File: src/design/gbs_ram.sv
// Generic single-port-write, one-read RAM with registered read data.
// No dependencies.
module gbs_ram #(
  parameter int unsigned Width = 8,
  parameter int unsigned Depth = 4
) (
  input  logic                     clk_i,
  input  logic                     we_i,
  input  logic [$clog2(Depth)-1:0] waddr_i,
  input  logic [Width-1:0]         wdata_i,
  input  logic [$clog2(Depth)-1:0] raddr_i,
  output logic [Width-1:0]         rdata_o
);
  logic [Width-1:0] mem_q [Depth];

  always_ff @(posedge clk_i) begin
    if (we_i) begin
      mem_q[waddr_i] <= wdata_i;
    end
    rdata_o <= mem_q[raddr_i];
  end
endmodule

File: config.mk
export PLATFORM = sky130hd
export DESIGN_NAME = gbs_ram
export DESIGN_NICKNAME = d
export VERILOG_FILES = /design/src/design/gbs_ram.sv
export SDC_FILE = /design/constraint.sdc
export NUM_CORES = 1
export LEC_CHECK = 0
export BUFFER_PORTS_ARGS = -buffer_cell sky130_fd_sc_hd__buf_4
export CAP_MARGIN = 20
export CORE_MARGIN = 2
export CORE_UTILIZATION = 45
export CTS_CLUSTER_DIAMETER = 30
export DETAILED_ROUTE_END_ITERATION = 6
export GPL_TIMING_DRIVEN = 0
export PLACE_DENSITY = 0.62
export SYNTH_ARGS = -nofsm -noshare
export SYNTH_HDL_FRONTEND = slang
export SYNTH_SLANG_ARGS = --single-unit
File: constraint.sdc
create_clock -name clk_i -period 4 [get_ports clk_i]
set_clock_uncertainty 0.1 [all_clocks]
set_input_delay 0.6 -clock clk_i [delete_from_list [all_inputs] [get_ports clk_i]]
set_output_delay 0.6 -clock clk_i [all_outputs]
set_load 0.01 [all_outputs]
==> results list <==
* Dominant cell type by area after synthesis: edfxtp_1
- By area the synthesized netlist is led by edfxtp_1 (71%), mux4_2 (13%), dfxtp_1 (12%).
* Clock insertion delay at the later pin of the skew report: 0.33 ns
* Die Outline Area: 3450 um^2
- Commonest non-fill, non-tap cells in the layout: edfxtp_1 (32), buf_4 (20), mux4_2 (8), dfxtp_1 (8), clkbuf_4 (5)
- For this run, design rule violations remaining after detail routing come to 3.
- The number of antenna diodes in the final layout is 0.
- Library cells used by synthesis: 8
* DIE HEIGHT: 58.7 um
* Layout Cells excl Fill: 113
- The detailed router finished its first iteration with 8 violations.
- Number of gates resized after CTS: 0
- Critical path's slowest cell: nor3b_1
- After synthesis the netlist holds a flip-flop and latch count of 40.
- The first detailed-routing pass took 5 iterations.
* Highest fanout seen on the critical path: 5
- After detailed routing, the met3 layer carries 102 um of wire.
- In this run, placement finished with an instance count of 105.
- In this run the number of H-tree levels came out at 2.
- Setup Buffers After CTS: 0
* Kind of end point of the critical path: register
* Maximum clock insertion buffer count: 2
* Overall fraction of global-route tracks in use: 0.125
* Routed length on met2: 917 um
- Post-Layout Inst Area: 1600 um^2
- Pre-CTS setup slack: 1.99 ns
- For this run, the top clock speed supported by timing is 624 MHz.
- For this run the aggregate overflow at the end of global routing stands at 0.
- Violated checks: DRC
- Number of sinks driven by the clock tree: 40
* Global-route wire length before repair: 2860 um
* Signal arrival time at the worst endpoint: 1.56 ns
* Final count of negative-setup-slack endpoints: 0
- The cell sitting at the root of the clock tree is a clkbuf_4.
* Uppermost layer routed: met4
* Lkg Pwr: 0.573 nW
- Measured in cells, the most critical reg-to-reg path has a length of 1.
- In this run the mean area of a mapped cell was 25.0 um^2.
- The floorplan step defined a core boundary enclosing 2810 um^2.
- The tightest min-delay check is of the in -> reg type.
- Area growth from synthesis to layout: 18.4%
- Max rail drop VDD: 267 uV
* Synth Instances: 54
- Max-capacitance violation count: 0
* Net Count, Synth: 68
* Placed instance area: 1540 um^2
- The number of antenna violations at the first check in global routing was 0.
* Die width: 58.7 um
- By instance count, the cell type seen most on the critical path is buf_4.
- Kind of start point of the critical path: input pin
- For this block, wires on met1 add up to 718 um.
- After clock tree synthesis, the clock-pin slew on the worst setup and hold paths is 0.10 ns.
- Count of cells along the worst hold path: 1
* ANT nets after route: 0
- Result of the run: finished with violations
* Slew of the pin with the lowest slew margin: 0.669 ns
* Tcrit/Tclk final: 0.400
- The largest single stage delay on the critical path is 0.57 ns.
* Count of vias placed by the detailed router: 596
- Post-synthesis sequential area ratio: 0.831
- Port buffering added 19 buffers.
- Power density over the cells: 460 nW/um^2
- RSZ-0062 raised after global routing: false
- The share of synthesized area in the top cell type comes to 0.712.
* Number of global-route vias before repair: 635
* Core Rows: 19
* Filler instances: 219
* Final Critical Period: 1.60 ns
- Dividing the detail-routed via count by the number of cells gives 5.27.
- The max-slew violation total from the final report is 0.
- Dividing the detail-routed wire length by the instance count gives 15.9 um.
* Clock tree from TritonCTS: yes
* Fin util: 0.569
* Pin count of the biggest net entering global routing: 12
* Worst Setup Path Type: in -> reg
- Cell chain of the critical path: buf_4 > nor3b_1 > buf_4
* Cts hold-fix bufs: 0
- The worst pin sits at a relative slew slack of 0.553.
- Routability-driven placement finished with a final weighted congestion of 0.633.
- Ratio of cells with drive above 1 in the final layout: 0.439
* I/O pins: 22
- Data required time at the worst endpoint: 3.96 ns
* Final worst setup slack: 2.40 ns
* Cts bufs inserted: 5
- After synthesis the cells add up to 1350 um^2.
- Routed Wire Length: 1800 um
* Effective utilization at floorplan: 0.481
* Number of endpoints with negative hold slack in the final report: 0
* Final net count: 95
* Sum of negative setup slack: 0 ns
* Warnings, synthesis: 0
* Most common cell after layout, fill and taps aside: edfxtp_1
## cell usage after synthesis
library cell,instances
and3b_1,2
nor3b_1,1
buf_6,1
and3_1,1
dfxtp_1,8
edfxtp_1,32
clkbuf_2,1
mux4_2,8
## through the flow
| stage | power (mW) | hold WS [ns] |
|---|---|---|
| after CTS | 0.744 | 0.343 |
| after global routing | 0.765 | 0.340 |
| final | 0.734 | 0.359 |
| after floorplan | 0.513 | 0.432 |
| after detailed placement | 0.544 | 0.443 |
| after global placement | 0.541 | 0.435 |
## sequential cells by signal, indices dropped and copies added (netlist names)
name     count
mem_q       32
rdata_o      8
## worst paths after layout
kind | startpoint | to | slack (ns)
setup / recovery | waddr_i[0] | mem_q[0][3] | 2.40
setup reg to reg | mem_q[2][7] | rdata_o[7] | 2.94
hold / removal | wdata_i[2] | mem_q[2][2] | 0.36
hold reg to reg | mem_q[0][5] | rdata_o[5] | 0.46
## logic make-up after synthesis
kind of cell,Yosys count,share of synthesized area
muxes,8,0.134
DFF,40,0.831
and+or+nand+nor,4,0.0232
buffers and inverters,2,0.0121
## power by group
group | switching (mW) | internal, mW
sequential | 0.00512 | 0.474
clock | 0.115 | 0.0868
combinational | 0.0226 | 0.0308
## worst max-delay path: cells and delay by family
| kind | cells | cell delay, ns |
|---|---|---|
| buffers and inverters | 2 | 0.39 |
| and+or+nand+nor | 1 | 0.57 |
## final cells by class
cell class | instances | area (um^2) | area share
Multi-Input combinational cell | 12 | 211 | 0.132
Tap cell | 31 | 38.8 | 0.0243
Buffer | 2 | 16.3 | 0.0102
Clock buffer | 8 | 58.8 | 0.0368
Sequential cell | 40 | 1120 | 0.702
Timing Repair Buffer | 20 | 150 | 0.0940
## per-layer routing
layer	track usage	up-vias
met5	0	-
met4	0.0877	0
met3	0.0484	7
met2	0.194	20
met1	0.143	292
li1	-	277
(Power assumes the default switching activity.)
