<file path="config.mk">
export PLATFORM = sky130hd
export DESIGN_NAME = gbs_iou_unit
export DESIGN_NICKNAME = d
export VERILOG_FILES = /design/src/design/gbs_pkg.sv /design/src/design/gbs_iou_unit.sv
export SDC_FILE = /design/constraint.sdc
export NUM_CORES = 2
export LEC_CHECK = 0
export BUFFER_PORTS_ARGS = -buffer_cell sky130_fd_sc_hd__buf_2
export CORE_UTILIZATION = 39
export CTS_CLUSTER_SIZE = 8
export DETAILED_ROUTE_END_ITERATION = 7
export GPL_TIMING_DRIVEN = 0
export PLACE_DENSITY = 0.64
export SLEW_MARGIN = 10
export SYNTH_ARGS = -nofsm -noshare
export SYNTH_HDL_FRONTEND = slang
export SYNTH_SLANG_ARGS = --single-unit
</file>
<file path="constraint.sdc">
create_clock -name clk_i -period 17.3 [get_ports clk_i]
set_input_delay 2.595 -clock clk_i [delete_from_list [all_inputs] [get_ports clk_i]]
set_output_delay 2.595 -clock clk_i [all_outputs]
set_load 0.03 [all_outputs]
</file>
<file path="src/design/gbs_pkg.sv">
// Package for greedy box suppression: sizing constants and register reset value.
// No dependencies.
package gbs_pkg;
  localparam int unsigned MaxBoxesDef  = 64;
  localparam int unsigned CoordBitsDef = 12;
  localparam logic [15:0] LimitReset  = 16'd32768;
endpackage

</file>
<file path="src/design/gbs_iou_unit.sv">
// Shared overlap test: pipelined IoU compare of two boxes with a registered hit.
// Depends on gbs_pkg.
module gbs_iou_unit
  import gbs_pkg::*;
#(
  parameter int unsigned CoordBits = CoordBitsDef
) (
  input  logic                        clk_i,
  input  logic signed [CoordBits-1:0] al_i, at_i, ar_i, ab_i,
  input  logic signed [CoordBits-1:0] bl_i, bt_i, br_i, bb_i,
  input  logic [15:0]                 limit_i,
  output logic                        hit_o
);
  localparam int unsigned DW = CoordBits + 1;
  localparam int unsigned AW = 2 * DW;
  localparam int unsigned UW = AW + 2;
  localparam int unsigned PW = UW + 17;

  logic signed [DW-1:0] awd_q, ahd_q, bwd_q, bhd_q, iw_q, ih_q;
  logic signed [AW-1:0] aa_q, ba_q, ia_q;
  logic signed [UW-1:0] un_q;
  logic signed [UW-1:0] ia2_q;
  logic signed [PW-1:0] lhs_q, rhs_q;
  logic                 upos_q;
  logic                 upos_dly_q;
  logic signed [DW-1:0] iw_d, ih_d;
  logic signed [CoordBits-1:0] mnr, mxl, mnb, mxt;

  always_comb begin
    mnr  = (ar_i < br_i) ? ar_i : br_i;
    mxl  = (al_i > bl_i) ? al_i : bl_i;
    mnb  = (ab_i < bb_i) ? ab_i : bb_i;
    mxt  = (at_i > bt_i) ? at_i : bt_i;
    iw_d = DW'(mnr) - DW'(mxl);
    ih_d = DW'(mnb) - DW'(mxt);
    if (iw_d < 0) iw_d = '0;
    if (ih_d < 0) ih_d = '0;
  end

  always_ff @(posedge clk_i) begin
    awd_q <= DW'(ar_i) - DW'(al_i);
    ahd_q <= DW'(ab_i) - DW'(at_i);
    bwd_q <= DW'(br_i) - DW'(bl_i);
    bhd_q <= DW'(bb_i) - DW'(bt_i);
    iw_q  <= iw_d;
    ih_q  <= ih_d;
    aa_q  <= AW'(awd_q) * AW'(ahd_q);
    ba_q  <= AW'(bwd_q) * AW'(bhd_q);
    ia_q  <= AW'(iw_q) * AW'(ih_q);
    un_q  <= UW'(aa_q) + UW'(ba_q) - UW'(ia_q);
    ia2_q <= UW'(ia_q);
    upos_q <= (UW'(aa_q) + UW'(ba_q) - UW'(ia_q)) > 0;
    lhs_q <= PW'(ia2_q) <<< 16;
    rhs_q <= PW'($signed({1'b0, limit_i})) * PW'(un_q);
    upos_dly_q <= upos_q;
    hit_o <= upos_dly_q && (lhs_q > rhs_q);
  end
endmodule

</file>
==> flow_summary_export.csv <==
group,metric,value,unit
cts,cts_tree,"built",
finish,num_antenna_cells,0,
grt,antenna_found_initial,3,
die,io_pins,114,
timing,relSlewSlack,31.8,%
cts,clk_path_buf_depth,3,
cts,numCtsBuffers,42,
die,die_y,354,microns
grt,grt_pass1_vias,38070,
setup_path,rrSetupSlack,9.46,ns
status,outcome,"finished, final reports clean",
timing,fin_crit,10.23,ns
detailed_routing,wire_per_inst,17.5,microns
yosys,yosys.area.top_type_share,39.3,%
detailed_routing,ant_nets,0,
yosys,async_flop_share,0,%
yosys,netlist_instances,5326,
detailed_routing,vias,34880,
timing,clock.fmax,97.7,MHz
setup_path,startpoint_type,"input pin",
min_path,hold_start,"ia2_q[1]",
grt,grt_usage,20.9,%
yosys,synthFlopType,"dfxtp_1",
timing,worst_pin_slew,1.01,ns
timing,finalMaxSlewViolations,0,
die,die_w,354,microns
setup_path,path_cells,"clkbuf_1, clkbuf_1, nand2_1, fa_1, fa_1, fa_1, inv_1, fa_1, fa_1, inv_1, fa_1, inv_1, ha_1, o311ai_0, a21oi_1, or4_1, a31oi_2, o31ai_1, a41oi_1, xnor2_1",
die,core_region_area,123000,sq um
cts,post_cts_buffers,0,
setup_path,cp_slowest_cell,"o311ai_0",
setup_path,worst_path_largest_cell_delay,0.90,ns
die,die_area,126000,sq um
setup_path,cp_max_fo,10,
timing,clock_skew,0.0240,ns
min_path,worstHoldPathCells,0,
detailed_routing,drt-pass1-iter-count,5,
grt,grt_max_degree,13,
placed_design,dp_hpwl,107000,microns
finish,drive_gt1_share,3.72,%
finish,area_growth_syn_to_layout,7.61,%
flow_run,cap_violations,0,
finish,fill_cells,12106,
die,initial_utilization,39.5,%
placed_design,io_buffers,102,
min_path,min_to,"lhs_q[17]",
cts,hold_buffers,0,
timing,grt_setup_unrepaired,"false",
setup_path,worst_ep_arrival_time,10.68,ns
finish,nets,7022,
timing,setup_viol,0,
cts,clk_pin_slew_worst_paths,0.05,ns
min_path,holdCritPathClass,"reg2reg",
setup_path,r2r-end,"rhs_q[44]",
yosys,avgSynthCellArea,9.09,sq um
setup_path,reg2reg_from,"un_q[12]",
yosys,synth.ff_latch_count,284,
setup_path,path_delay_family,"adder cells",
detailed_routing,routed_wl,125000,microns
finish,utilization,42.5,%
cts,clock-sinks,284,
cts,post_cts_resized,0,
setup_path,worstPathRequired,17.75,ns
yosys,yosysWarnings,0,
yosys,synth_cell_type_count,75,
yosys,netlist_area,48400,sq um
yosys,ys_top_cells_by_area,"fa_1 39%, ha_1 13%, dfxtp_1 12%",
detailed_routing,vias_per_cell,4.91,
setup_path,cp-end-kind,"flop",
cts,ctsHtreeMaxLevel,2,
setup_path,crit_type,"in2reg",
setup_path,path_depth,20,
setup_path,crit_top_cell,"fa_1",
yosys,synth_edf_count,0,
detailed_routing,drcViolationCount,0,
placed_design,place_congestion,0.945,
timing,finalCritPeriodShare,59.1,%
timing,hold_viol,0,
timing,setup_tns,0,ns
yosys,synth_area_leader_cell,"fa_1",
setup_path,ff2ff_path_depth,19,
grt,grt-ovfl-total,0,
yosys,yosysSeqAreaShare,11.7,%
setup_path,timing.critical_path.buf_inv,5,
detailed_routing,first_iter_violations,2067,
cts,cts-root-buf,"clkbuf_16",
die,rows,128,
cts,clk_latency,0.57,ns
grt,grt_pass1_wl,207000,microns
## state kept, by name (all words and copies together) (netlist names)
signal      count
ahd_q          13
un_q           28
ia_q           26
hit_o           1
ba_q           26
iw_q           13
aa_q           26
rhs_q          45
awd_q          13
upos_dly_q      1
bhd_q          13
ih_q           13
ia2_q          26
upos_q          1
bwd_q          13
lhs_q          26
## layer usage
metal / routed length, microns / GRT usage [%] / vias to the layer above
li1: - / - / 16256
met1: 53500 / 27.6 / 17443
met2: 58400 / 34.7 / 970
met3: 7350 / 2.89 / 209
met4: 5230 / 7.84 / 2
met5: 13 / 0 / -
## cells in the mapped netlist, types with 4 or more instances
master / count
dfxtp_1: 284
or4_1: 8
o21ai_0: 114
fa_1: 951
o211ai_1: 10
o31ai_1: 8
o311ai_0: 4
a31oi_1: 22
xor2_1: 43
nand4_1: 23
a31o_2: 5
nor2b_1: 35
xnor2_1: 126
a21o_1: 74
or2_2: 8
nor3_1: 40
nand2_1: 634
clkbuf_1: 155
and3_1: 10
a2111oi_0: 4
and2_1: 378
a21boi_0: 36
nand2b_1: 44
mux2_2: 22
o21bai_1: 14
ha_1: 485
o41ai_1: 7
or3_1: 12
nand3_1: 23
a21oi_1: 108
a221o_1: 4
o21a_1: 29
mux2i_1: 30
nor2_1: 176
inv_1: 1325
a211oi_1: 13
## cells in the final DEF (no fill, tap or decap), types with 36 or more instances in the layout
cell type / synthesis / layout
a21boi_0: 36 / 36
xnor2_1: 126 / 126
clkbuf_1: 155 / 156
nor2_1: 176 / 176
nand2_1: 634 / 634
and2_1: 378 / 378
o21ai_0: 114 / 114
xor2_1: 43 / 43
ha_1: 485 / 485
inv_1: 1325 / 1325
fa_1: 951 / 951
a21oi_1: 108 / 108
clkbuf_16: 0 / 42
buf_2: 0 / 102
a21o_1: 74 / 74
nor3_1: 40 / 40
nand2b_1: 44 / 44
dfxtp_1: 284 / 284
## cell families (layout without fill, tap and decap cells)
family | count (synthesis) | count (layout) | synth area share [%]
flip-flops | 284 | 284 | 11.7
other | 1 | 2 | 0.00774
AO/OA/AOI/OAI | 489 | 489 | 6.69
adder cells (fa/ha/maj) | 1436 | 1436 | 51.8
AND/OR/NAND/NOR | 1410 | 1410 | 14.0
XOR/XNOR | 169 | 169 | 3.06
buffers and inverters | 1485 | 1637 | 11.5
multiplexers | 52 | 52 | 1.13
## worst max path at each step
| stage | from | endpoint | slack (ns) |
|---|---|---|---|
| global route | limit_i[2] | rhs_q[44] | 6.82 |
| global placement | limit_i[2] | rhs_q[44] | 6.56 |
| CTS | limit_i[2] | rhs_q[44] | 7.17 |
| detailed placement | limit_i[2] | rhs_q[44] | 6.62 |
| floorplan | limit_i[8] | rhs_q[44] | 8.50 |
| finish | limit_i[2] | rhs_q[44] | 7.07 |
## worst register-to-register path, cell delays in order (launching register included)
cell and delay, ns:
dfxtp_1 0.56, clkbuf_1 0.55, nand2_1 0.17, fa_1 0.54
fa_1 0.56, fa_1 0.52, inv_1 0.06, fa_1 0.50
fa_1 0.50, inv_1 0.06, fa_1 0.54, inv_1 0.06
ha_1 0.36, o311ai_0 0.90, a21oi_1 0.27, or4_1 0.64
a31oi_2 0.36, o31ai_1 0.17, a41oi_1 0.29, xnor2_1 0.11
## final cells by class
| class | count | area (sq um) | area share (%) |
|---|---|---|---|
| flip-flops and latches | 284 | 5690 | 10.9 |
| plain buffers | 160 | 616 | 1.18 |
| clock buffers | 44 | 1070 | 2.05 |
| clock inverters | 6 | 71.3 | 0.137 |
| multi-input cells | 3558 | 37200 | 71.3 |
| inverters | 1325 | 4970 | 9.54 |
| well taps | 1625 | 2030 | 3.90 |
| repair buffers | 102 | 510 | 0.979 |
## per-stage QoR
step | instances | hold WS (ns) | worst slack (ns) | cell area (sq um)
2_1_floorplan | 5327 | 0.310 | 8.50 | 48400
3_3_place_gp | 7054 | 0.311 | 6.56 | 51000
3_5_place_dp | 7054 | 0.312 | 6.62 | 51000
4_1_cts | 7104 | 0.320 | 7.17 | 52100
5_1_grt | 7104 | 0.325 | 6.82 | 52100
6_report | 7104 | 0.318 | 7.07 | 52100
Power is left out: the tool's default activity adds up to more than one toggle a clock period on the data nets, which glitch-free logic cannot reach.
